===== src/smm_pkg.sv =====
// ----------------------------------------------------------------------------
// smm_pkg: shared definitions for the small matrix multiply block
// Field widths, command codes, sequencer states and the control group that
// drives the shared multiply-accumulate unit.
// ----------------------------------------------------------------------------
package smm_pkg;

    // Default sizing of the element stores.
    localparam int DEF_MAX_DIM    = 16;
    localparam int DEF_ELEM_WIDTH = 32;

    // Fixed widths of the port fields.
    localparam int DATA_W    = 32;
    localparam int CMD_W     = 2;
    localparam int IDX_W     = 4;
    localparam int CFG_W     = 5;
    localparam int FRAC_BITS = 16;

    // Reset value of the inner dimension register.
    localparam logic [CFG_W-1:0] CFG_INNER_RESET = 5'd16;

    // Command codes; the fourth code does nothing.
    localparam logic [CMD_W-1:0] CMD_WRITE_A = 2'd0;
    localparam logic [CMD_W-1:0] CMD_WRITE_B = 2'd1;
    localparam logic [CMD_W-1:0] CMD_COMPUTE = 2'd2;

    // Sequencer states.
    typedef enum logic [1:0] {
        S_IDLE,
        S_RUN,
        S_DRAIN,
        S_FINISH
    } t_state;

    // Control group from the sequencer to the multiply-accumulate unit.
    typedef struct packed {
        logic clear;
        logic valid;
    } t_mac_ctrl;

endpackage


===== src/smm_mac.sv =====
// ----------------------------------------------------------------------------
// smm_mac: shared multiply-accumulate unit
// One signed multiply per cycle into a product register, then an exact add
// into a wide accumulator that is cleared at the start of each dot product.
// ----------------------------------------------------------------------------
module smm_mac #(
    parameter int ELEM_WIDTH = smm_pkg::DEF_ELEM_WIDTH,
    parameter int ACC_W      = 2 * smm_pkg::DEF_ELEM_WIDTH + 5
) (
    input  logic                           i_clk,
    input  logic                           i_rst_n,
    input  smm_pkg::t_mac_ctrl             i_ctrl,
    input  logic signed [ELEM_WIDTH-1:0]   i_a,
    input  logic signed [ELEM_WIDTH-1:0]   i_b,
    output logic                           o_busy,
    output logic signed [ACC_W-1:0]        o_acc
);
    import smm_pkg::*;

    logic signed [2*ELEM_WIDTH-1:0] r_prod;
    logic                           r_prod_vld;
    logic signed [ACC_W-1:0]        r_acc;

    // Product stage: a register after the multiplier.
    always_ff @(posedge i_clk) begin
        r_prod <= i_a * i_b;
    end

    // Product valid tracks the operand beat and is dropped on clear.
    always_ff @(posedge i_clk) begin
        if (!i_rst_n) begin
            r_prod_vld <= 1'b0;
        end else if (i_ctrl.clear) begin
            r_prod_vld <= 1'b0;
        end else begin
            r_prod_vld <= i_ctrl.valid;
        end
    end

    // Accumulate stage: the sign-extended product is added exactly.
    always_ff @(posedge i_clk) begin
        if (!i_rst_n) begin
            r_acc <= '0;
        end else if (i_ctrl.clear) begin
            r_acc <= '0;
        end else if (r_prod_vld) begin
            r_acc <= r_acc + ACC_W'(r_prod);
        end
    end

    assign o_busy = r_prod_vld;
    assign o_acc  = r_acc;

endmodule


===== config.mk =====
export PLATFORM = sky130hd
export DESIGN_NAME = smm_mac
export DESIGN_NICKNAME = d
export VERILOG_FILES = /design/src/smm_pkg.sv /design/src/smm_mac.sv
export SDC_FILE = /design/constraint.sdc
export NUM_CORES = 2
export LEC_CHECK = 0
export BUFFER_PORTS_ARGS = -buffer_cell sky130_fd_sc_hd__buf_2
export CAP_MARGIN = 10
export CORE_MARGIN = 2
export CORE_UTILIZATION = 50
export CTS_CLUSTER_SIZE = 28
export DETAILED_ROUTE_END_ITERATION = 6
export GPL_TIMING_DRIVEN = 0
export PLACE_DENSITY = 0.66
export SETUP_SLACK_MARGIN = 0.1
export SYNTH_ARGS = -nofsm -noshare
export SYNTH_HDL_FRONTEND = slang
export SYNTH_SLANG_ARGS = --single-unit
export TNS_END_PERCENT = 20

===== constraint.sdc =====
create_clock -name i_clk -period 20.8 [get_ports i_clk]
set_clock_uncertainty 0.15 [all_clocks]
set_input_delay 3.12 -clock i_clk [delete_from_list [all_inputs] [get_ports i_clk]]
set_output_delay 3.12 -clock i_clk [all_outputs]
set_load 0.01 [all_outputs]

==> summary by stage <==
Route
The post-route DRC violation count is 0. The pre-antenna-repair detailed-routing pass consisted of 5 iterations. The mean number of vias per cell is approximately 5.6.

The post-detailed-routing wire length is about 150000 µm. The post-detailed-route wirelength per cell is 24.34 µm. After the first detailed-routing iteration, the DRC count stood at 2853. Once detail routing completed, the nets flagged for antenna violations numbered 0. The vias after detailed routing is about 34000.

CTS
In this run the clock root is driven by a sky130_fd_sc_hd__clkbuf_16. The number of resized instances in the post-cts repair step is 0. The maximum clock path buffer count is 2. The number of hold buffers added after CTS was 0. The later-pin clock latency in the skew report is roughly 0.44 ns. TritonCTS built the clock tree.

The number of buffers inserted during clock tree synthesis is 17. The register clock-pin slew on the reported worst setup and hold paths is 0.07 ns. Post-CTS timing repair inserted 0 buffers for setup. The maximum level of the CTS H-tree is 4.

The clock drives ~130 sinks.

Placement
Routability-driven placement finished with a final weighted congestion of 1.017. The number of port buffers is 137. The sum of net half-perimeters after detailed placement is approximately 120000 µm.

Synth
The cell count after synthesis is 4754. The Yosys step of the flow raised 0 warnings. The most used flip-flop cell after synthesis is sky130_fd_sc_hd__dfxtp_1. The count of unique library cells instantiated by Yosys is 65. The post-synth net total is 6157. For this run, asynchronously set or reset flops after synthesis account for 0%. Counting flops and latches in the post-synthesis netlist gives roughly 130. The fraction of the yosys area taken by sequential cells is 6.154%.

The area share of the largest cell type after synthesis is between 40% and 50%. The synthesized design spends more area on one cell type than any other, namely sky130_fd_sc_hd__fa_1. After synthesis, the cell types taking the most area are sky130_fd_sc_hd__fa_1 50%, sky130_fd_sc_hd__inv_1 8.6%, sky130_fd_sc_hd__and2_1 7.5%.

Yosys mapped a number of flops with a built-in enable equal to 0. The average cell area after synthesis is 9.169 µm². The post-synthesis instance area is ~44000 µm².

Final layout
In the layout the commonest cells are 1083 x sky130_fd_sc_hd__fa_1, 998 x sky130_fd_sc_hd__inv_1, 592 x sky130_fd_sc_hd__nand2_1. Leaving out fill and tap cells, the most frequent cell in the layout is sky130_fd_sc_hd__fa_1. The layout has 8096 filler cells.

The area growth from synthesis to layout is 6.304%. At the end of the flow, the number of nets in the layout was 6313. The fraction of final layout cells with drive strength greater than 1 is about 3.8%.

Critical path
Among cell families on the critical path, the largest total delay comes from adder cells. Data on the critical path is required at its endpoint by roughly 21 ns. The critical path class is input port to flop. Along the worst path, the maximum fanout reaches 10. STA classifies the critical path startpoint as an input port.

The worst stage delay on the critical path is 1.03 ns. The most numerous cell type found on the critical path is sky130_fd_sc_hd__fa_1. The buffers plus inverters on the worst setup path is 8. The critical path capture point type is a flop. The data arrival time at the worst-slack endpoint is roughly 13 ns.

The cell with the largest stage delay on the worst path is sky130_fd_sc_hd__clkbuf_1.

STA
Setup violations remaining at the end of the flow were counted as 0. The minimum period implied by the final worst setup slack is roughly 12 ns. In this run the tightest slew margin relative to its limit is 9.901%. The share of the cycle needed by the critical path after routing is 59.75%. The transition time of the tightest slew-check pin is ~1.4 ns. The max-slew violation count is 0. The count of endpoints failing hold in the final timing report came to 0. The maximum clock frequency is a little over 80 MHz.

Setup repair after global routing left no endpoint under its margin. After routing, the total negative slack on setup checks comes to 0 ns.

Hold path
The worst hold path class is flop to flop.

Die
The effective utilization at floorplan is about half. In this run the count of I/O pins placed on the die edge is around 140. The core region is 86620 µm². The die span in y is between 200 and 300 µm. Measured along the x axis, the die boundary spans 299.3 µm. The area of the die is around 90000 µm². Row generation in the floorplan step produced ~110 rows.

Global routing
Entering global routing, the biggest net connects 20 pins. The first global-routing pass estimated 219900 µm of wire. The number of antenna violations at the first check in global routing came to 18.

The number of global-route vias before repair is ~35000. The total congestion overflow after global routing is 0. Global routing consumed, over all layers together, between 30% and 40% of the routing resources.

Run
Across the run, the number of max-cap violations was 0.

Status
The run finished with clean final reports.
==> metrics by stage <==
step	util [%]	std cells	setup WS (ns)	hold slack (ns)	area (µm²)
global placement	52.78	6046	8.062	0.3048	45720
detailed placement	52.78	6046	8.049	0.3140	45720
CTS	53.43	6078	8.497	0.3233	46280
floorplan	-	4754	10.08	0.3363	43590
finish	53.49	6099	8.371	0.3258	46340
global route	53.43	6078	7.986	0.3591	46280
==> cells in the mapped netlist (all sizes together) (3+ instances only) <==
library cell  instances
or3                   5
a211o                 5
a21boi                6
and2                522
a41oi                 3
nand2               592
a2111oi               6
a31oi                20
fa                 1083
nor2                145
o21a                 10
nor2b                11
or2                   6
a21o                 66
a31o                  3
o31ai                10
xnor2                83
ha                  252
xor2                 47
mux2i                41
inv                 998
and4                  4
and3                 18
dfxtp               134
a221o                 3
a211oi               15
nand3                27
o21ai                95
nand4                27
a311oi                6
o22ai                 3
nand2b               23
buf                   5
o211ai                7
a221oi                6
clkbuf              243
o21bai               28
a21oi               150
nor3                 21
==> sequential cells by signal, indices dropped and copies added, names as in the netlist <==
signal	count
r_prod	64
o_busy	1
o_acc	69
==> worst reg2reg max path: stages, from the launching register on <==
cell and delay (ns):
sky130_fd_sc_hd__dfxtp_1 0.36, sky130_fd_sc_hd__ha_1 0.18, sky130_fd_sc_hd__inv_1 0.05, sky130_fd_sc_hd__fa_1 0.39, sky130_fd_sc_hd__nand2b_1 0.20, sky130_fd_sc_hd__a2111oi_0 0.65
sky130_fd_sc_hd__a211oi_1 0.25, sky130_fd_sc_hd__o21ai_1 0.48, sky130_fd_sc_hd__a31oi_1 0.41, sky130_fd_sc_hd__o21ai_0 0.58, sky130_fd_sc_hd__a31oi_1 0.28, sky130_fd_sc_hd__o221ai_1 0.36
sky130_fd_sc_hd__mux2i_1 0.28, sky130_fd_sc_hd__mux2i_1 0.20
==> cell families (layout without fill, tap and decap cells) <==
kind of cell / count (synthesis) / in the layout / synth area share, %
AND/OR/NAND/NOR: 1407 / 1407 / 15.88
adder cells (fa/ha/maj): 1335 / 1335 / 56.97
buffers and inverters: 1247 / 1416 / 10.74
AO/OA/AOI/OAI: 459 / 459 / 6.668
flip-flops: 134 / 134 / 6.154
XOR/XNOR: 130 / 130 / 2.612
multiplexers: 42 / 42 / 0.9674
other: 0 / 21 / 0
==> layer usage <==
layer	GRT usage, %	wire [µm]	part of all wire (%)	vias up
li1	-	-	-	14497
met4	20.49	11080	7.5	4
met1	42.59	54850	37	17360
met2	52.49	67210	45	1771
met5	0	21	0.014	-
met3	8.480	15270	10	468
==> final cells by class <==
cell class,instances,area (µm²),area share (%)
diodes,21,52.55,0.1134
plain buffers,248,932.1,2.012
flip-flops and latches,134,2683,5.789
repair buffers,137,685.7,1.480
multi-input cells,3373,36220,78.18
clock buffers,17,425.4,0.9181
clock inverters,15,138.9,0.2997
well taps,1155,1445,3.119
inverters,999,3750,8.093
==> path summary, 6_finish.rpt <==
check,end,cells past startpoint,startpoint,slack (ns)
max,r_prod[62],28,i_b[7],8.37
min,o_acc[68],2,o_acc[68],0.33
max reg2reg,o_acc[68],13,r_prod[0],15.92
min reg2reg,o_acc[68],2,o_acc[68],0.33
Power is left out: the tool's default activity adds up to more than one toggle a clock period on the data nets, which glitch-free logic cannot reach.
